$ cat src/hdl/tccw_pkg.sv
// ----------------------------------------------------------------------------
// tccw_pkg
// Shared types and codes for the text console cell writer: command codes,
// classified operation codes and the fixed cell constants.
// ----------------------------------------------------------------------------
package tccw_pkg;

    localparam int CMD_W  = 2;
    localparam int CHAR_W = 8;
    localparam int ATTR_W = 8;
    localparam int CELL_W = CHAR_W + ATTR_W;
    localparam int OP_W   = 3;

    typedef logic [CMD_W-1:0]  cmd_t;
    typedef logic [CHAR_W-1:0] char_t;
    typedef logic [ATTR_W-1:0] attr_t;
    typedef logic [CELL_W-1:0] cell_t;
    typedef logic [OP_W-1:0]   op_t;

    localparam cmd_t CMD_PUT   = 2'd0;
    localparam cmd_t CMD_BKSP  = 2'd1;
    localparam cmd_t CMD_CLEAR = 2'd2;
    localparam cmd_t CMD_READ  = 2'd3;

    localparam op_t OP_PUT      = 3'd0;
    localparam op_t OP_NEWLINE  = 3'd1;
    localparam op_t OP_BKSP     = 3'd2;
    localparam op_t OP_CLEAR    = 3'd3;
    localparam op_t OP_READ     = 3'd4;
    localparam op_t OP_READ_OOR = 3'd5;

    localparam char_t NEWLINE_CODE = 8'h0A;
    localparam char_t BLANK_CODE   = 8'h20;
    localparam attr_t RESET_ATTR   = 8'h0F;

    localparam int QUEUE_DEPTH = 2;

endpackage

$ cat src/hdl/tccw_front.sv
// ----------------------------------------------------------------------------
// tccw_front
// Input side: accept commands, classify them into operations and compute the
// cell address of a read.
// ----------------------------------------------------------------------------
module tccw_front #(
    parameter int COLUMNS = 80,
    parameter int ROWS    = 25
) (
    input  logic                                         in_valid,
    output logic                                         in_stall,
    input  tccw_pkg::cmd_t                               cmd,
    input  tccw_pkg::char_t                              char_code,
    input  logic [$clog2(ROWS)-1:0]                      read_row,
    input  logic [$clog2(COLUMNS)-1:0]                   read_col,
    input  logic                                         init_busy,
    input  logic                                         q_full,
    output logic                                         q_push,
    output logic [tccw_pkg::OP_W+tccw_pkg::CHAR_W+$clog2(ROWS*COLUMNS)-1:0] q_data
);

    import tccw_pkg::*;

    localparam int CELLS  = ROWS * COLUMNS;
    localparam int ADDR_W = $clog2(CELLS);
    localparam int ROW_W  = $clog2(ROWS);
    localparam int COL_W  = $clog2(COLUMNS);

    op_t               op;
    logic [ADDR_W-1:0] addr;
    logic              in_range;

    assign in_range = ({1'b0, read_row} < (ROW_W + 1)'(ROWS))
                   && ({1'b0, read_col} < (COL_W + 1)'(COLUMNS));
    assign addr     = ADDR_W'(read_row) * ADDR_W'(COLUMNS) + ADDR_W'(read_col);

    always_comb
    begin
        case (cmd)
            CMD_PUT:   op = (char_code == NEWLINE_CODE) ? OP_NEWLINE : OP_PUT;
            CMD_BKSP:  op = OP_BKSP;
            CMD_CLEAR: op = OP_CLEAR;
            CMD_READ:  op = in_range ? OP_READ : OP_READ_OOR;
            default:   op = OP_READ_OOR;
        endcase
    end

    assign in_stall = q_full || init_busy;
    assign q_push   = in_valid && !in_stall;
    assign q_data   = {op, char_code, addr};

endmodule

$ cat config.mk
export PLATFORM = sky130hd
export DESIGN_NAME = tccw_front
export DESIGN_NICKNAME = d
export VERILOG_FILES = /design/src/hdl/tccw_pkg.sv /design/src/hdl/tccw_front.sv
export SDC_FILE = /design/constraint.sdc
export NUM_CORES = 1
export LEC_CHECK = 0
export BUFFER_PORTS_ARGS = -buffer_cell sky130_fd_sc_hd__buf_2
export CELL_PAD_IN_SITES_DETAIL_PLACEMENT = 0
export CELL_PAD_IN_SITES_GLOBAL_PLACEMENT = 2
export CORE_ASPECT_RATIO = 0.6
export CORE_MARGIN = 2
export CORE_UTILIZATION = 17
export DETAILED_ROUTE_END_ITERATION = 8
export PLACE_DENSITY = 0.87
export SLEW_MARGIN = 0
export SYNTH_ARGS = -nofsm -noshare
export SYNTH_HDL_FRONTEND = slang
export SYNTH_SLANG_ARGS = --single-unit
$ cat constraint.sdc
create_clock -name vclk -period 2.37
set_input_delay 0.237 -clock vclk [all_inputs]
set_output_delay 0.237 -clock vclk [all_outputs]
set_load 0.1 [all_outputs]
Word level (Yosys, flattened, before mapping)
Cells that the tools add are included.
{"block": "classes", "add_sub_neg": 1, "n_mul": 1, "n_lt_le_gt_ge": 2, "n_eq_ne": 4, "muxes": 3, "reduce_logical": 5}
{"cell": "3-bit one-hot mux with 4 select lines", "n": 1}
{"cell": "11-bit by 7-bit adder with 11-bit output", "n": 1}
{"cell": "8-bit by 4-bit equality test with 1-bit output, second input constant", "n": 1}
{"cell": "7-bit < comparator, second input constant", "n": 1}
{"cell": "5-bit by 3-bit multiplier with 7-bit output, second input constant", "n": 1}
{"cell": "5-bit < comparator, second input constant", "n": 1}
{"cell": "2-bit equality test, second input constant", "n": 2}
{"cell": "2-bit by 1-bit equality test with 1-bit output, second input constant", "n": 1}
{"cell": "1-bit logical AND", "n": 2}
{"cell": "2-bit logical NOT", "n": 1}
{"cell": "1-bit 2-to-1 mux", "n": 2}
{"cell": "1-bit logical NOT", "n": 1}
{"cell": "1-bit logical OR", "n": 1}
{"block": "word_totals", "regBits": 0, "input_bits": 25, "out_inout_bits": 24, "elab_cells": 16}

Logic depth before layout (Yosys ltp)
Gate-level depths: netlist of the first run.
{"block": "logic_depth", "depth_word": 4, "mapped_depth": 7, "depth_no_buf": 7}

Worst setup path after synthesis of the first run
Ideal clock, no wire load.
{"block": "synth_timing", "path_kind": "input port to output port", "startpoint": "input read_row[1]", "endpoint": "output q_data[10] (netlist name)", "t_arrival_ns": 3.172, "required_ns": 2.133, "slack_ns": -1.039, "path_stages": 7, "path_buffers": 0, "cell_sequence": "ha_1 > ha_1 > fa_1 > xor2_1 > o2111ai_1 > xnor2_1 > xnor2_1"}
{"block": "synth_between", "elab_chain_len": 2}
{"item": "start, declared", "line_no": "tccw_front.sv:14", "text": "input logic [$clog2(ROWS)-1:0] read_row,"}
{"item": "5-bit by 3-bit multiplier with 7-bit output", "line_no": "tccw_front.sv:35", "text": "assign addr = ADDR_W'(read_row) * ADDR_W'(COLUMNS) + ADDR_W'(read_col);"}
{"item": "11-bit by 7-bit adder with 11-bit output", "line_no": "tccw_front.sv:35"}
{"item": "end, declared", "line_no": "tccw_front.sv:19", "text": "output logic [tccw_pkg::OP_W+tccw_pkg::CHAR_W+$clog2(ROWS*COLUMNS)-1:0] q_data"}
Every way passes these cells.

Worst setup path after layout of the first run
Same ends and word-level chain as after synthesis.

==> results.py, run 1 <==
metrics = {
    "run": {
        "maxCapViolCount": 0,
    },
    "synthesis": {
        "synth_seq_area_share_pct": 0,
        "yosys.area_share.xor_xnor_pct": 13.0,
        "synthMuxAreaShare_pct": 0,
        "avgSynthCellArea_um2": 8.02,
        "yosysUniqueCellTypes": 19,
        "synth_top_family_by_area": "adder cells",
        "synth_area_leader_cell": "ha_1",
        "syn_inst": 59,
        "synth.area.top_cells": "ha_1, buf_4, xnor2_1",
        "synth-compound-area-share_pct": 13.0,
        "yosys.area_share.simple_pct": 11.9,
        "yosys_warnings": 0,
        "synth_adder_area_share_pct": 37.6,
        "synth_top_area_share_pct": 29.1,
        "synthesis.area_um2": 473,
        "syn-num-nets": 97,
    },
    "floorplanning": {
        "die-area_um2": 3230,
        "boundaryPins": 49,
        "start_util_pct": 18.4,
        "die_w_um": 72.1,
        "die_y_um": 44.9,
        "core_area_um2": 2570,
        "rows": 14,
    },
    "route": {
        "firstDrtPassIters": 2,
        "finalWirelength_mm": 1.38,
        "final_antenna_net_count": 0,
        "avgRoutedWirePerCell_um": 10.5,
        "drtIter0Drc": 4,
        "vias": 530,
        "drt-vias-per-instance": 4.05,
        "drc": 0,
    },
    "pwr": {
        "comb_power_share_pct": 100.0,
        "seqPwrFrac_pct": 0,
        "p_sw_share_pct": 67.3,
        "p_leak_nw": 0.481,
        "power_density_nw_per_um2": 665,
        "p_sw_w": 0.000407,
        "intPower_w": 0.000197,
        "vdd.ir_drop.worst_v": 0.000225,
        "clock_power_share_pct": 0,
    },
    "final_layout": {
        "regArea_um2": 0,
        "multi_input_area_um2": 478,
        "antenna_cells": 0,
        "fin_util_pct": 35.3,
        "num-nets-final": 139,
        "instances_no_fill": 131,
        "seq_cells": 0,
        "fillers": 271,
        "nClkBuffers": 0,
        "final_cell_mix": "buf_2, buf_4, inv_1, ha_1",
        "final_common_cell": "buf_2",
        "syn_to_final_growth_pct": 92.1,
        "drive_above_1_share_pct": 68.7,
    },
    "global_routing": {
        "overflow": 0,
        "antenna_found_initial": 0,
        "grt_pass1_wl_mm": 2.20,
        "grtUsageTotal_pct": 8.41,
        "grt_pass1_vias": 547,
        "grt_max_degree": 5,
    },
    "setup_path": {
        "worstSetupPathType": "input port to output pin",
        "worstPathArrival_ns": 2.07,
        "cp.required_ns": 2.13,
        "setup.worst_path.start_class": "input port",
        "cp-end-kind": "output pin",
        "path_max_fanout": 2,
    },
    "sta": {
        "timing.final.crit_share_pct": 97.1,
        "whs_ns": 0.474,
        "rsz0062_at_grt": "true",
        "slew_headroom_pct": 67.4,
        "tightest_slew_ns": 0.492,
        "setup_ws_ns": 0.0678,
        "totalNegativeSetupSlack_ns": 0,
        "setup_violations": 0,
        "period_minus_slack_ns": 2.30,
        "maxSlewViolCount": 0,
        "final_hold_viol_count": 0,
        "fmax_mhz": 434,
    },
    "hold_path": {
        "hp-class": "input port to output pin",
    },
    "placement": {
        "dp_cells": 128,
        "gp_congestion": 0.719,
        "place_hpwl_mm": 1.22,
        "numPortBuffers": 41,
        "pre_cts_slack_ns": -0.268,
    },
    "status": {
        "status": "finished clean",
    },
    "clock_network": {
        "cts_hold_buf": 0,
    },
}
## routing by layer
layer | wire length [µm] | track usage [%] | share of wire [%] | vias up
li1 | - | - | - | 266
met1 | 540 | 8.82 | 39 | 247
met2 | 749 | 18.5 | 54 | 17
met3 | 88 | 0.670 | 6.4 | 0
met4 | 0 | 1.51 | 0 | 0
met5 | 0 | 0 | 0 | -
## worst paths after layout
path | from | to | slack, ns | cells past startpoint
worst max-delay path | read_row[1] | q_data[10] | 0.07 | 8
worst min-delay path | read_col[0] | q_data[0] | 0.47 | 0
## stage by stage
step	power (W)	instance area, µm²
final	0.000604	908
after global routing	0.000631	908
after CTS	0.000596	857
after detailed placement	0.000575	803
after global placement	0.000570	803
after floorplan	0.000449	528
## area by class of cell
type | count | area share (%)
inverters | 7 | 2.89
well taps | 32 | 4.41
repair buffers | 52 | 40.1
multi-input cells | 40 | 52.6
## cell usage after synthesis (2+ instances only)
cell / number
buf_4: 12
ha_1: 11
inv_1: 7
xnor2_1: 5
nand2_1: 3
nor2_1: 3
a21o_1: 2
a21oi_1: 2
fa_1: 2
o21ai_0: 2
xor2_1: 2
## kinds of logic after synthesis
kind of cell	Yosys count
and+or+nand+nor	11
xor gates and xnor gates	7
AOI/OAI and AO/OA	9
buffers and inverters	19
adders and majority gates	13
## what timing repair did
action | in CTS | in global routing
gates resized for setup | 9 | 6
buffers inserted | 0 | 3
cloned | 0 | 0
endpoints found under the hold margin | 0 | 0
pin swaps | 7 | 7
endpoints found under the setup margin | 2 | 2
## power groups by stage
| stage | clock network [W] | logic (W) | registers [W] |
|---|---|---|---|
| finish | 0 | 0.000604 | 0 |
| global route | 0 | 0.000631 | 0 |
| CTS | 0 | 0.000596 | 0 |
| detailed placement | 0 | 0.000575 | 0 |
| global placement | 0 | 0.000570 | 0 |
| floorplan | 0 | 0.000449 | 0 |
## critical path: stages
cell and delay, ns:
buf_8 0.10, ha_4 0.23, ha_4 0.16, fa_2 0.55
o2111ai_2 0.15, xnor2_2 0.28, xnor2_4 0.15, buf_12 0.19
Power figures use the tool's default switching activity.
==> run 2: changes to the inputs <==
ABC_AREA = 1   (was default)
CORE_UTILIZATION = 18   (was 17)
PLACE_DENSITY = 0.9   (was 0.87)
==> run 2 against run 1 <==
Effect of this change:
- fmax is 3.0% higher
- combinational power shrank 15%
- wire length down 15%
- die area increased by 8.1%
- critical path depth increased by 1
- largest power group unchanged
==> results.py, run 2 <==
metrics = {
    "pwr": {
        "comb_power_share_pct": 100.0,
        "clock_power_share_pct": 0,
        "vdd.ir_drop.worst_v": 0.000154,
        "seqPwrFrac_pct": 0,
        "p_sw_share_pct": 73.2,
        "p_sw_w": 0.000378,
        "p_leak_nw": 0.479,
        "intPower_w": 0.000138,
        "power_density_nw_per_um2": 648,
    },
    "global_routing": {
        "grtUsageTotal_pct": 6.52,
        "overflow": 0,
        "antenna_found_initial": 0,
        "grt_pass1_vias": 492,
        "grt_max_degree": 5,
        "grt_pass1_wl_mm": 1.88,
    },
    "setup_path": {
        "cp-end-kind": "output pin",
        "worstSetupPathType": "input port to output pin",
        "setup.worst_path.start_class": "input port",
        "worstPathArrival_ns": 2.00,
        "path_max_fanout": 4,
        "crit_start": "read_row[1]",
        "cp.required_ns": 2.13,
    },
    "synthesis": {
        "yosys_warnings": 0,
        "syn_inst": 86,
        "synth.area.top_cells": "ha_1, buf_4, nand2_1",
        "synth.most_common_cell": "nand2_1",
        "synth_seq_area_share_pct": 0,
        "synth_top_area_share_pct": 25.3,
        "synthTopCellsByCount": "nand2_1, inv_1, buf_4",
        "synthesis.area_um2": 544,
        "synth_area_leader_cell": "ha_1",
        "syn-num-nets": 124,
        "yosysUniqueCellTypes": 19,
        "avgSynthCellArea_um2": 6.33,
    },
    "placement": {
        "numPortBuffers": 41,
        "gp_congestion": 0.726,
        "pre_cts_slack_ns": 0.132,
        "place_hpwl_mm": 1.14,
        "place_area_um2": 797,
    },
    "floorplanning": {
        "die-area_um2": 3490,
        "start_util_pct": 19.0,
        "die_w_um": 75.0,
        "boundaryPins": 49,
        "die_y_um": 46.6,
        "rows": 15,
        "core_area_um2": 2870,
    },
    "final_layout": {
        "num-nets-final": 155,
        "nClkBuffers": 0,
        "antenna_cells": 0,
        "syn_to_final_growth_pct": 46.4,
        "regArea_um2": 0,
        "finish.instance_area_um2": 797,
        "final_cell_mix": "buf_2, nand2_1, inv_1",
        "drive_above_1_share_pct": 43.5,
        "seq_cells": 0,
        "final_common_cell": "buf_2",
    },
    "route": {
        "avgRoutedWirePerCell_um": 7.44,
        "drt-vias-per-instance": 3.52,
        "drc": 0,
        "vias": 553,
        "final_antenna_net_count": 0,
        "finalWirelength_mm": 1.17,
        "drtIter0Drc": 18,
        "firstDrtPassIters": 4,
    },
    "sta": {
        "final_hold_viol_count": 0,
        "timing.final.crit_share_pct": 94.3,
        "slew_headroom_pct": 67.6,
        "fmax_mhz": 447,
        "rsz0062_at_grt": "false",
        "tightest_slew_ns": 0.489,
        "maxSlewViolCount": 0,
        "setup_ws_ns": 0.134,
        "setup_violations": 0,
        "period_minus_slack_ns": 2.24,
    },
    "run": {
        "maxCapViolCount": 0,
    },
    "hold_path": {
        "hp-class": "input port to output pin",
        "hold_end": "q_data[0]",
        "worstHoldStart": "read_col[0]",
        "whs_path_depth": 0,
    },
    "status": {
        "status": "finished clean",
    },
    "clock_network": {
        "cts_hold_buf": 0,
        "ctsResizeCount": 0,
        "post-cts-setup-buffers": 0,
    },
}
## run 2: power by group through the flow
stage / Clock (W) / Sequential, W / Combinational (W)
after floorplan: 0 / 0 / 0.000428
after global placement: 0 / 0 / 0.000517
after detailed placement: 0 / 0 / 0.000520
after CTS: 0 / 0 / 0.000521
after global routing: 0 / 0 / 0.000540
final: 0 / 0 / 0.000516
## run 2: logic make-up (layout without fill, tap and decap cells)
| family | count (synthesis) | count (layout) | synth area share (%) |
|---|---|---|---|
| xor gates and xnor gates | 3 | 3 | 4.83 |
| and+or+nand+nor | 37 | 37 | 30.8 |
| adders and majority gates | 13 | 13 | 32.6 |
| buffers and inverters | 30 | 59 | 29.0 |
| AOI/OAI and AO/OA | 3 | 3 | 2.76 |
## run 2: area by class of cell
type	count	area, µm²
Inverter	18	67.6
Tap cell	42	52.6
Timing Repair Buffer	41	265
Fill cell	318	2070
Multi-Input combinational cell	56	412
## run 2: routing by layer
layer	track usage (%)	vias to the layer above	routed length [µm]
met5	0	-	0
met4	0.357	0	0
met3	0.219	0	30
met2	14.2	3	653
met1	7.35	237	484
li1	-	313	-
## run 2: how the worst max path moves through the flow
stage	endpoint	slack [ns]
2_1_floorplan	q_data[8]	-0.07
3_3_place_gp	q_data[9]	0.16
3_5_place_dp	q_data[9]	0.13
4_1_cts	q_data[9]	0.13
5_1_grt	q_data[9]	0.05
6_report	q_data[9]	0.13
## run 2: worst max-delay path, stage by stage
cell,delay [ns]
buf_2,0.13
ha_1,0.30
ha_1,0.23
fa_1,0.59
nand2_1,0.09
inv_2,0.06
nand3_1,0.07
nand2_1,0.12
buf_12,0.18
## run 2: metrics by stage
step	std cells	hold slack, ns	TNS [ns]	utilization (%)	total power, W
final	157	0.474	0	27.8	0.000516
after global routing	157	0.474	0	27.8	0.000540
after CTS	157	0.475	0	27.8	0.000521
after detailed placement	157	0.475	0	27.8	0.000520
after global placement	157	0.475	0	27.8	0.000517
after floorplan	86	0.686	-0.0911	-	0.000428
