File: src/hdl/tccw_pkg.sv
// ----------------------------------------------------------------------------
// tccw_pkg
// Shared types and codes for the text console cell writer: command codes,
// classified operation codes and the fixed cell constants.
// ----------------------------------------------------------------------------
package tccw_pkg;

    localparam int CMD_W  = 2;
    localparam int CHAR_W = 8;
    localparam int ATTR_W = 8;
    localparam int CELL_W = CHAR_W + ATTR_W;
    localparam int OP_W   = 3;

    typedef logic [CMD_W-1:0]  cmd_t;
    typedef logic [CHAR_W-1:0] char_t;
    typedef logic [ATTR_W-1:0] attr_t;
    typedef logic [CELL_W-1:0] cell_t;
    typedef logic [OP_W-1:0]   op_t;

    localparam cmd_t CMD_PUT   = 2'd0;
    localparam cmd_t CMD_BKSP  = 2'd1;
    localparam cmd_t CMD_CLEAR = 2'd2;
    localparam cmd_t CMD_READ  = 2'd3;

    localparam op_t OP_PUT      = 3'd0;
    localparam op_t OP_NEWLINE  = 3'd1;
    localparam op_t OP_BKSP     = 3'd2;
    localparam op_t OP_CLEAR    = 3'd3;
    localparam op_t OP_READ     = 3'd4;
    localparam op_t OP_READ_OOR = 3'd5;

    localparam char_t NEWLINE_CODE = 8'h0A;
    localparam char_t BLANK_CODE   = 8'h20;
    localparam attr_t RESET_ATTR   = 8'h0F;

    localparam int QUEUE_DEPTH = 2;

endpackage

File: src/hdl/tccw_queue.sv
// ----------------------------------------------------------------------------
// tccw_queue
// Short flip-flop FIFO between the classifying front and the executing back.
// ----------------------------------------------------------------------------
module tccw_queue #(
    parameter int DATA_W = 24
) (
    input  logic              clk,
    input  logic              rst_n,
    input  logic              push,
    input  logic [DATA_W-1:0] push_data,
    output logic              full,
    input  logic              pop,
    output logic              not_empty,
    output logic [DATA_W-1:0] pop_data
);

    import tccw_pkg::*;

    localparam int PTR_W = (QUEUE_DEPTH > 1) ? $clog2(QUEUE_DEPTH) : 1;
    localparam int CNT_W = $clog2(QUEUE_DEPTH + 1);

    logic [DATA_W-1:0] entries_reg [QUEUE_DEPTH];
    logic [PTR_W-1:0]  wr_ptr_reg, wr_ptr_next;
    logic [PTR_W-1:0]  rd_ptr_reg, rd_ptr_next;
    logic [CNT_W-1:0]  count_reg, count_next;

    assign full      = (count_reg == CNT_W'(QUEUE_DEPTH));
    assign not_empty = (count_reg != '0);
    assign pop_data  = entries_reg[rd_ptr_reg];

    always_comb
    begin
        wr_ptr_next = wr_ptr_reg;
        rd_ptr_next = rd_ptr_reg;
        count_next  = count_reg;
        if (push)
        begin
            wr_ptr_next = (wr_ptr_reg == PTR_W'(QUEUE_DEPTH - 1)) ? '0 : wr_ptr_reg + 1'b1;
        end
        if (pop)
        begin
            rd_ptr_next = (rd_ptr_reg == PTR_W'(QUEUE_DEPTH - 1)) ? '0 : rd_ptr_reg + 1'b1;
        end
        if (push && !pop)
        begin
            count_next = count_reg + 1'b1;
        end
        else if (pop && !push)
        begin
            count_next = count_reg - 1'b1;
        end
    end

    always_ff @(posedge clk or negedge rst_n)
    begin
        if (!rst_n)
        begin
            wr_ptr_reg <= '0;
            rd_ptr_reg <= '0;
            count_reg  <= '0;
        end
        else
        begin
            wr_ptr_reg <= wr_ptr_next;
            rd_ptr_reg <= rd_ptr_next;
            count_reg  <= count_next;
        end
    end

    always_ff @(posedge clk)
    begin
        if (push)
        begin
            entries_reg[wr_ptr_reg] <= push_data;
        end
    end

endmodule

File: config.mk
export PLATFORM = sky130hd
export DESIGN_NAME = tccw_queue
export DESIGN_NICKNAME = d
export VERILOG_FILES = /design/src/hdl/tccw_pkg.sv /design/src/hdl/tccw_queue.sv
export SDC_FILE = /design/constraint.sdc
export NUM_CORES = 1
export LEC_CHECK = 0
export CORE_MARGIN = 1
export CORE_UTILIZATION = 45
export DETAILED_ROUTE_END_ITERATION = 6
export DONT_BUFFER_PORTS = 1
export SLEW_MARGIN = 30
export SYNTH_ARGS = -nofsm -noshare
export SYNTH_HDL_FRONTEND = slang
export SYNTH_SLANG_ARGS = --single-unit
File: constraint.sdc
create_clock -name clk -period 2.5 [get_ports clk]
set_input_delay 0.5 -clock clk [delete_from_list [all_inputs] [get_ports clk]]
set_output_delay 0.5 -clock clk [all_outputs]
set_load 0.05 [all_outputs]
# Word level (Yosys, flattened, before mapping)
# Memory sizes are Yosys's and may differ from the RTL's.
# Index checks and enable logic that the tools add are counted.
# word_totals
in_bits	28
register_bits	4
mem_count	1
ram_bits	48
output_inout_bits	26
word_cells	21
# memory_table
memory	depth	width	rd	rd_ports_with_merged_regs	wr	line	rtl
entries_reg	2	24	1	0	1	tccw_queue.sv:23	logic [DATA_W-1:0] entries_reg [QUEUE_DEPTH];
# op_classes
mux	6
reduce_logical	6
addsub	4
n_eq_ne	1
# op_table
operator	count
2-to-1 mux 1 bit	4
2-to-1 mux 2 bit	2
nonzero test 2 bit	2
adder 1 bit (second input constant)	2
adder 2 x 1 -> 2 bit (second input constant)	1
== test 2 bit (second input constant)	1
logical AND 1 bit	2
logical NOT 1 bit	2
subtractor 2 x 1 -> 2 bit (second input constant)	1

# Longest topological paths before layout
# Gate-level depths: netlist of the first run.
# depth
word_depth	4
mapped_depth	5
mapped_depth_nobuf	5

# Worst setup path before layout of the first run
# OpenSTA, ideal clock, no wires.
# synth_path
kind	input-to-reg
start	in push
end	mem entries_reg[0][0] (enable)
path_buffers	0
setup_slack_ps	486
stages	1
arrival_ps	1606
required_ps	2092
path_cell_list	nor2b_1
# synth_between
elab_chain_cells	2
# synth_rtl
item	line	rtl
from (decl)	tccw_queue.sv:10	input logic push,
2-to-1 mux 1 bit	tccw_queue.sv:73	if (push)
2-to-1 mux 1 bit (not written as such)	tccw_queue.sv:75	entries_reg[wr_ptr_reg] <= push_data;
to (decl)	tccw_queue.sv:23	
# Every way passes these cells.

# Worst setup path after layout of the first run
# layout_path
start	reg rd_ptr_reg
end	out pop_data[1]
# layout_between
elab_chain_cells	1
# layout_rtl
item	line	rtl
from (decl)	tccw_queue.sv:25	logic [PTR_W-1:0] rd_ptr_reg, rd_ptr_next;
from (signal assigned)	tccw_queue.sv:66	rd_ptr_reg <= rd_ptr_next;
memory (2 x 24 bit)	--	
to (decl)	tccw_queue.sv:15	output logic [DATA_W-1:0] pop_data
# Every way passes these cells.

==> results.sh, run 1 <==
export IMPL_worstRegToRegCells=2
export IMPL_reg2reg_from="wr_ptr_reg"
export IMPL_synth_seq_cells=52
export IMPL_p_total_mw=3.27
export IMPL_clock_latency_ns=0.29
export IMPL_worstPathRequired_ns=2.00
export IMPL_drt_initial_drc_count=31
export IMPL_ys_types=14
export IMPL_die_area_sq_um=4770
export IMPL_p_leak_nw=0.830
export IMPL_dp_hpwl_mm=1.93
export IMPL_maxCapViolations=0
export IMPL_pwr_density_cell_nw_per_um2=1450
export IMPL_status="completed"
export IMPL_synth_seq_area_share_pct=76.2
export IMPL_wire_per_inst_microns=17.8
export IMPL_grt_pass1_wl_mm=4.21
export IMPL_antenna_found_initial=0
export IMPL_cts_buffers=5
export IMPL_ant_nets=0
export IMPL_nNetsFinal=130
export IMPL_vias=788
export IMPL_syn_avg_cell_area_sq_um=22.2
export IMPL_first_pass_iters=4
export IMPL_gp_congestion=0.610
export IMPL_end_kind="output port"
export IMPL_relSlewSlack_pct=66.1
export IMPL_path_max_fanout=11
export IMPL_die_x_microns=69.1
export IMPL_cts_sinks=52
export IMPL_netlist_area_sq_um=2020
export IMPL_peakVddDrop_uv=598
export IMPL_yosysWarningCount=0
export IMPL_tightest_slew_ns=0.508
export IMPL_drt_wl_total_mm=2.74
export IMPL_timing_rr_end="entries_reg[0][16]"
export IMPL_finalHoldViolCount=0
export IMPL_grt_usage_pct=11.8
export IMPL_largest_register_ffs=48
export IMPL_area_growth_pct=11.6
export IMPL_fin_tns_setup_ns=0
export IMPL_num_rows=24
export IMPL_clock_skew_ns=0.00548
export IMPL_fin_util_pct=52.2
export IMPL_gr_total_overflow=0
export IMPL_setup_viol=0
export IMPL_critPathKind="reg -> out"
export IMPL_whs_path_depth=1
export IMPL_initial_utilization_pct=46.8
export IMPL_grt_max_degree=17
export IMPL_max_freq_mhz=497
export IMPL_crit_path_start_kind="flip-flop"
export IMPL_cts_tree="done"
export IMPL_slew_viol_final=0
export IMPL_die_h_microns=69.1
export IMPL_postCtsSetupBuffers=0
export IMPL_port_buffers=0
export IMPL_regToRegSetupSlack_ns=1.02
export IMPL_stdcell_area_sq_um=2260
export IMPL_core_area_sq_um=4320
export IMPL_netlist_instances=91
export IMPL_cts_path_max_buffers=2
export IMPL_synthesis_nets=120
export IMPL_fin_crit_sh_pct=80.6
export IMPL_n_antenna_cell=0
export IMPL_worstHoldStart="push"
export IMPL_clkTransAtPathRegs_ns=0.09
export IMPL_h_tree_depth=2
export IMPL_cp_data_arrival_time_ns=1.51
export IMPL_hold_end="wr_ptr_reg"
export IMPL_hp_class="in -> reg"
export IMPL_period_minus_slack_ns=2.01
export IMPL_vias_per_cell=5.12
export IMPL_root_buffer="clkbuf_8"
export IMPL_postPlaceCellArea_sq_um=2090
export IMPL_drive_gt1_share_pct=38.2
export IMPL_drc_errors=0
export IMPL_grt_pass1_vias=843
export IMPL_rsz0062_at_grt="no"
export IMPL_num_io_pins=54
placed cells by master, fill, tap and decap left out:
cell type      count
nor2b_1            1
mux2_2             5
or2_2              1
nor2b_2            1
inv_1              1
mux2_4            19
buf_4              4
edfxtp_1          48
and2_1             1
bufinv_16          3
dfrtp_1            4
xor2_1             4
buf_12             1
clkbuf_8           5
nor2_1             1
ha_1               1
dlygate4sd3_1      1
xnor2_1            1
what timing repair did:
item | 4_1_cts | 5_1_grt
hold buffers | 1 | 0
endpoints found under the hold margin | 4 | 0
resized for setup | 0 | 0
setup endpoints to repair | 0 | 0
metal layers:
metal	up-vias	global-route usage, %	wire [microns]
li1	363	-	-
met1	388	12.1	1020
met2	35	20.4	1430
met3	2	5.99	274
met4	0	4.76	19
met5	-	0	0
power breakdown:
group | total [mW] | internal, mW | leakage, nW | switching (mW)
Sequential | 1.24 | 1.16 | 0.497 | 0.0800
Clock | 0.755 | 0.500 | 0.0784 | 0.255
Combinational | 1.27 | 0.373 | 0.255 | 0.900
cell type report:
class | count | area (sq um)
Inverter | 1 | 3.75
Fill cell | 364 | 2070
Clock inverter | 3 | 90.1
Sequential cell | 52 | 1540
Tap cell | 52 | 65.1
Timing Repair Buffer | 6 | 60.1
Clock buffer | 5 | 68.8
Multi-Input combinational cell | 35 | 429
Yosys cell counts:
master	n	area (sq um)
edfxtp_1	48	1440
mux2_4	19	285
mux2_2	5	56.3
dfrtp_1	4	100
xor2_1	4	35.0
buf_12	2	40.0
nor2b_1	2	12.5
and2_1	1	6.26
buf_6	1	11.3
ha_1	1	12.5
inv_1	1	3.75
nor2_1	1	3.75
or2_2	1	6.26
xnor2_1	1	8.76
metrics by stage:
step	hold WS (ns)	setup WS, ns	std cells
6_report	0.281	0.486	154
5_1_grt	0.267	0.419	154
4_1_cts	0.270	0.466	154
3_5_place_dp	0.205	0.796	145
3_3_place_gp	0.205	0.837	145
2_1_floorplan	0.204	0.486	91
critical path, cell delays in order (launching register included):
cell	delay, ns
dfrtp_1	0.51
buf_4	0.30
mux2_4	0.41
how the worst max path moves through the flow:
stage,start,endpoint,slack [ns]
2_1_floorplan,push,entries_reg[0][0],0.49
3_3_place_gp,rd_ptr_reg,pop_data[18],0.84
3_5_place_dp,rd_ptr_reg,pop_data[1],0.80
4_1_cts,rd_ptr_reg,pop_data[1],0.47
5_1_grt,rd_ptr_reg,pop_data[13],0.42
6_report,rd_ptr_reg,pop_data[1],0.49
logic make-up (layout without fill, tap and decap cells):
| kind of cell | Yosys count | count (layout) | share of synthesized area [%] |
|---|---|---|---|
| xor gates and xnor gates | 5 | 5 | 2.16 |
| adders and majority gates | 1 | 1 | 0.618 |
| buffers and inverters | 4 | 15 | 2.72 |
| DFF | 52 | 52 | 76.2 |
| muxes | 24 | 24 | 16.9 |
| and+or+nand+nor | 5 | 5 | 1.42 |
Note: power is estimated with default switching activity, not from simulation.
==> run 2: changes to the inputs <==
==> constraint.sdc (replaced) <==
create_clock -name clk -period 1.9 [get_ports clk]
set_input_delay 0.38 -clock clk [delete_from_list [all_inputs] [get_ports clk]]
set_output_delay 0.38 -clock clk [all_outputs]
set_load 0.05 [all_outputs]
==> results.sh, run 2 (synthesized netlist as in run 1, its figures left out) <==
export IMPL_final_common_cell="edfxtp_1"
export IMPL_postPlaceCellArea_sq_um=2100
export IMPL_p_clk_share_pct=14.8
export IMPL_whs_path_depth=1
export IMPL_p_sw_share_pct=41.4
export IMPL_tightest_slew_ns=0.277
export IMPL_internal_power_mw=2.29
export IMPL_regToRegSetupSlack_ns=0.79
export IMPL_maxCapViolations=0
export IMPL_p_leak_nw=0.802
export IMPL_n_antenna_cell=0
export IMPL_antenna_found_initial=0
export IMPL_reg2reg_from="wr_ptr_reg"
export IMPL_die_h_microns=69.1
export IMPL_cts_sinks=52
export IMPL_fin_tns_setup_ns=0
export IMPL_stdcell_area_sq_um=2190
export IMPL_p_total_mw=3.90
export IMPL_die_area_sq_um=4770
export IMPL_ctsResizeCount=0
export IMPL_num_rows=24
export IMPL_fillers=378
export IMPL_largest_register_ffs=48
export IMPL_vias_per_cell=5.10
export IMPL_ant_nets=0
export IMPL_worstRegToRegCells=2
export IMPL_drive_gt1_share_pct=38.1
export IMPL_area_growth_pct=8.41
export IMPL_grt_max_degree=17
export IMPL_port_buffers=0
export IMPL_path_max_fanout=11
export IMPL_drt_initial_drc_count=29
export IMPL_drc_errors=0
export IMPL_initial_utilization_pct=46.8
export IMPL_p_sw_mw=1.61
export IMPL_cts_buffers=5
export IMPL_clkTransAtPathRegs_ns=0.08
export IMPL_combPwrFrac_pct=43.8
export IMPL_finalHoldViolCount=0
export IMPL_dp_hpwl_mm=2.02
export IMPL_core_area_sq_um=4320
export IMPL_cts_tree="done"
export IMPL_cp_data_arrival_time_ns=1.32
export IMPL_root_buffer="clkbuf_8"
export IMPL_vias=800
export IMPL_timing_rr_end="entries_reg[1][14]"
export IMPL_hold_end="wr_ptr_reg"
export IMPL_period_minus_slack_ns=1.70
export IMPL_fin_crit_sh_pct=89.7
export IMPL_cts_path_max_buffers=2
export IMPL_peakVddDrop_uv=837
export IMPL_end_kind="output port"
export IMPL_num_io_pins=54
export IMPL_gr_total_overflow=0
export IMPL_h_tree_depth=2
export IMPL_relSlewSlack_pct=81.6
export IMPL_pwr_share_seq_pct=41.3
export IMPL_slew_viol_final=0
export IMPL_crit_path_start_kind="flip-flop"
export IMPL_first_pass_iters=4
export IMPL_pwr_density_cell_nw_per_um2=1780
export IMPL_cts_hold_fix_buffers=1
export IMPL_drt_wl_total_mm=2.80
export IMPL_hp_class="in -> reg"
export IMPL_final_cell_mix="48 x edfxtp_1, 19 x mux2_4, 8 x buf_4"
export IMPL_rsz0062_at_grt="no"
export IMPL_grt_pass1_vias=868
export IMPL_status="completed"
export IMPL_worstPathRequired_ns=1.52
export IMPL_grt_pass1_wl_mm=4.37
export IMPL_nNetsFinal=133
export IMPL_postCtsSetupBuffers=0
export IMPL_worstHoldStart="push"
export IMPL_grt_usage_pct=12.7
export IMPL_wire_per_inst_microns=17.8
export IMPL_fin_util_pct=50.7
export IMPL_gp_congestion=0.608
export IMPL_die_x_microns=69.1
export IMPL_critPathKind="reg -> out"
export IMPL_max_freq_mhz=587
export IMPL_clock_skew_ns=0.00523
export IMPL_clock_latency_ns=0.29
export IMPL_setup_viol=0
-- run 2: worst max path at each step --
| stage | startpoint | end | slack, ns | depth (start not counted) |
|---|---|---|---|---|
| after floorplan | wr_ptr_reg | entries_reg[0][0] | 0.002 | 1 |
| after global placement | rd_ptr_reg | pop_data[19] | 0.53 | 2 |
| after detailed placement | rd_ptr_reg | pop_data[1] | 0.50 | 2 |
| after CTS | rd_ptr_reg | pop_data[1] | 0.17 | 2 |
| after global routing | rd_ptr_reg | pop_data[12] | 0.11 | 2 |
| final | rd_ptr_reg | pop_data[1] | 0.20 | 2 |
-- run 2: routing by layer --
layer  GRT usage (%)  wire length (microns)
met4            6.12                     56
met1            12.2                    941
met5               0                      0
met3            7.46                    313
met2            21.6                   1490
-- run 2: cell type report --
class / instances / area [sq um] / area share, %
Sequential cell: 52 / 1540 / 70.3
Multi-Input combinational cell: 35 / 429 / 19.6
Clock buffer: 6 / 72.6 / 3.31
Timing Repair Buffer: 9 / 70.1 / 3.19
Tap cell: 52 / 65.1 / 2.97
Clock inverter: 2 / 11.3 / 0.513
Inverter: 1 / 3.75 / 0.171
-- run 2: through the flow --
stage	hold slack (ns)	setup slack [ns]	std cells
6_report	0.163	0.195	157
4_1_cts	0.151	0.171	157
3_3_place_gp	0.0845	0.532	148
3_5_place_dp	0.0845	0.503	148
5_1_grt	0.143	0.108	157
2_1_floorplan	0.0844	0.00204	91
-- run 2: power groups by stage --
stage / logic (mW) / registers, mW / clock network, mW
after floorplan: 1.64 / 1.62 / 0
after global placement: 1.72 / 1.63 / 0
after detailed placement: 1.73 / 1.65 / 0
after CTS: 1.74 / 1.62 / 0.605
after global routing: 1.77 / 1.64 / 0.650
final: 1.71 / 1.61 / 0.579
-- run 2: worst max-delay path, stage by stage, from the launching register on --
cell,delay [ns]
dfrtp_1,0.37
buf_4,0.24
mux2_4,0.41
==> run 3: changes to the inputs <==
--- a/config.mk
+++ b/config.mk
@@ -5,10 +5,13 @@
 export SDC_FILE = /design/constraint.sdc
 export NUM_CORES = 1
 export LEC_CHECK = 0
+export CELL_PAD_IN_SITES_DETAIL_PLACEMENT = 1
+export CELL_PAD_IN_SITES_GLOBAL_PLACEMENT = 2
 export CORE_MARGIN = 1
 export CORE_UTILIZATION = 45
 export DETAILED_ROUTE_END_ITERATION = 6
 export DONT_BUFFER_PORTS = 1
+export PLACE_DENSITY_LB_ADDON = 0.1
 export SLEW_MARGIN = 30
 export SYNTH_ARGS = -nofsm -noshare
 export SYNTH_HDL_FRONTEND = slang
==> results.sh, run 3 (synthesized netlist as in run 1, its figures left out) <==
export IMPL_worstHoldStart="push"
export IMPL_cp_data_arrival_time_ns=1.38
export IMPL_p_leak_nw=0.820
export IMPL_ant_nets=0
export IMPL_wire_per_inst_microns=18.9
export IMPL_dp_hpwl_mm=2.12
export IMPL_drt_initial_drc_count=56
export IMPL_drt_wl_total_mm=2.95
export IMPL_fin_crit_sh_pct=92.7
export IMPL_cts_tree="done"
export IMPL_initial_utilization_pct=46.8
export IMPL_status="completed"
export IMPL_relSlewSlack_pct=76.9
export IMPL_fin_hold_ws_ns=0.160
export IMPL_dp_cells=147
export IMPL_max_freq_mhz=568
export IMPL_n_antenna_cell=0
export IMPL_setup_viol=0
export IMPL_clkTransAtPathRegs_ns=0.08
export IMPL_port_buffers=0
export IMPL_hold_end="wr_ptr_reg"
export IMPL_gp_congestion=0.614
export IMPL_largest_register_ffs=48
export IMPL_setup_slack_ns=0.138
export IMPL_core_area_sq_um=4320
export IMPL_stdcell_area_sq_um=2220
export IMPL_grt_max_degree=17
export IMPL_dp_slack_ns=0.449
export IMPL_vias_per_cell=5.25
export IMPL_final_common_cell="edfxtp_1"
export IMPL_num_io_pins=54
export IMPL_regToRegSetupSlack_ns=0.61
export IMPL_final_cell_mix="48 x edfxtp_1, 19 x mux2_4, 7 x buf_4"
export IMPL_grt_pass1_vias=903
export IMPL_slew_viol_final=0
export IMPL_ctsResizeCount=0
export IMPL_path_max_fanout=13
export IMPL_gr_total_overflow=0
export IMPL_fin_tns_setup_ns=0
export IMPL_cts_path_max_buffers=2
export IMPL_die_area_sq_um=4770
export IMPL_grt_usage_pct=13.0
export IMPL_whs_path_depth=1
export IMPL_clock_skew_ns=0.00497
export IMPL_worstRegToRegCells=2
export IMPL_timing_rr_end="entries_reg[0][2]"
export IMPL_area_growth_pct=9.89
export IMPL_first_pass_iters=5
export IMPL_crit_path_start_kind="flip-flop"
export IMPL_end_kind="output port"
export IMPL_reg2reg_from="wr_ptr_reg"
export IMPL_nNetsFinal=132
export IMPL_worstPathRequired_ns=1.52
export IMPL_die_x_microns=69.1
export IMPL_cts_sinks=52
export IMPL_finalNonFillerCells=156
export IMPL_grt_pass1_wl_mm=4.44
export IMPL_postPlaceCellArea_sq_um=2090
export IMPL_maxCapViolations=0
export IMPL_rsz0062_at_grt="no"
export IMPL_fillers=391
export IMPL_drive_gt1_share_pct=39.4
export IMPL_hp_class="in -> reg"
export IMPL_root_buffer="clkbuf_8"
export IMPL_finalHoldViolCount=0
export IMPL_period_minus_slack_ns=1.76
export IMPL_pwr_density_cell_nw_per_um2=1840
export IMPL_num_rows=24
export IMPL_clock_latency_ns=0.30
export IMPL_drc_errors=0
export IMPL_vias=819
export IMPL_critPathKind="reg -> out"
export IMPL_h_tree_depth=2
export IMPL_tightest_slew_ns=0.345
export IMPL_peakVddDrop_uv=893
export IMPL_antenna_found_initial=0
export IMPL_cts_buffers=5
export IMPL_die_h_microns=69.1
## run 3: worst max-delay path, cell delays in order, from the launching register on
cell,delay (ns)
dfrtp_1,0.35
buf_4,0.24
mux2_2,0.49
## run 3: power by group
| group | switching [mW] | internal [mW] | leakage (nW) | total, mW |
|---|---|---|---|---|
| sequential | 0.0830 | 1.53 | 0.497 | 1.61 |
| clock | 0.343 | 0.430 | 0.0614 | 0.773 |
| combinational | 1.21 | 0.492 | 0.261 | 1.71 |
| total | 1.64 | 2.45 | 0.820 | 4.09 |
## run 3: how the worst max path moves through the flow
stage,cells past startpoint,slack [ns],to,from
floorplan,1,0.002,entries_reg[0][0],wr_ptr_reg
global placement,2,0.46,pop_data[4],rd_ptr_reg
detailed placement,2,0.45,pop_data[10],rd_ptr_reg
CTS,2,0.11,pop_data[10],rd_ptr_reg
global route,2,0.08,pop_data[4],rd_ptr_reg
finish,2,0.14,pop_data[3],rd_ptr_reg
## run 3: layout make-up
cell class	count	area, sq um	area share, %
repair buffers	8	62.6	2.81
flip-flops and latches	52	1540	69.3
multi-input cells	35	429	19.3
clock buffers	6	82.6	3.71
clock inverters	2	38.8	1.74
well taps	52	65.1	2.93
inverters	1	3.75	0.169
## run 3: stage by stage
stage          total power [mW]  util, %
3_5_place_dp               3.37     48.4
3_3_place_gp               3.34     48.4
2_1_floorplan              3.25        -
5_1_grt                    4.24     51.4
4_1_cts                    4.14     51.4
6_report                   4.09     51.4
## run 3: metal layers
layer,GRT usage [%],wire (microns)
met1,12.5,1080
met2,22.1,1530
met3,7.16,266
met4,6.58,67
met5,0,0
## run 3: timing repair
item,in CTS,in global routing
hold endpoints to repair,4,0
buffers inserted,0,0
hold buffers,1,0
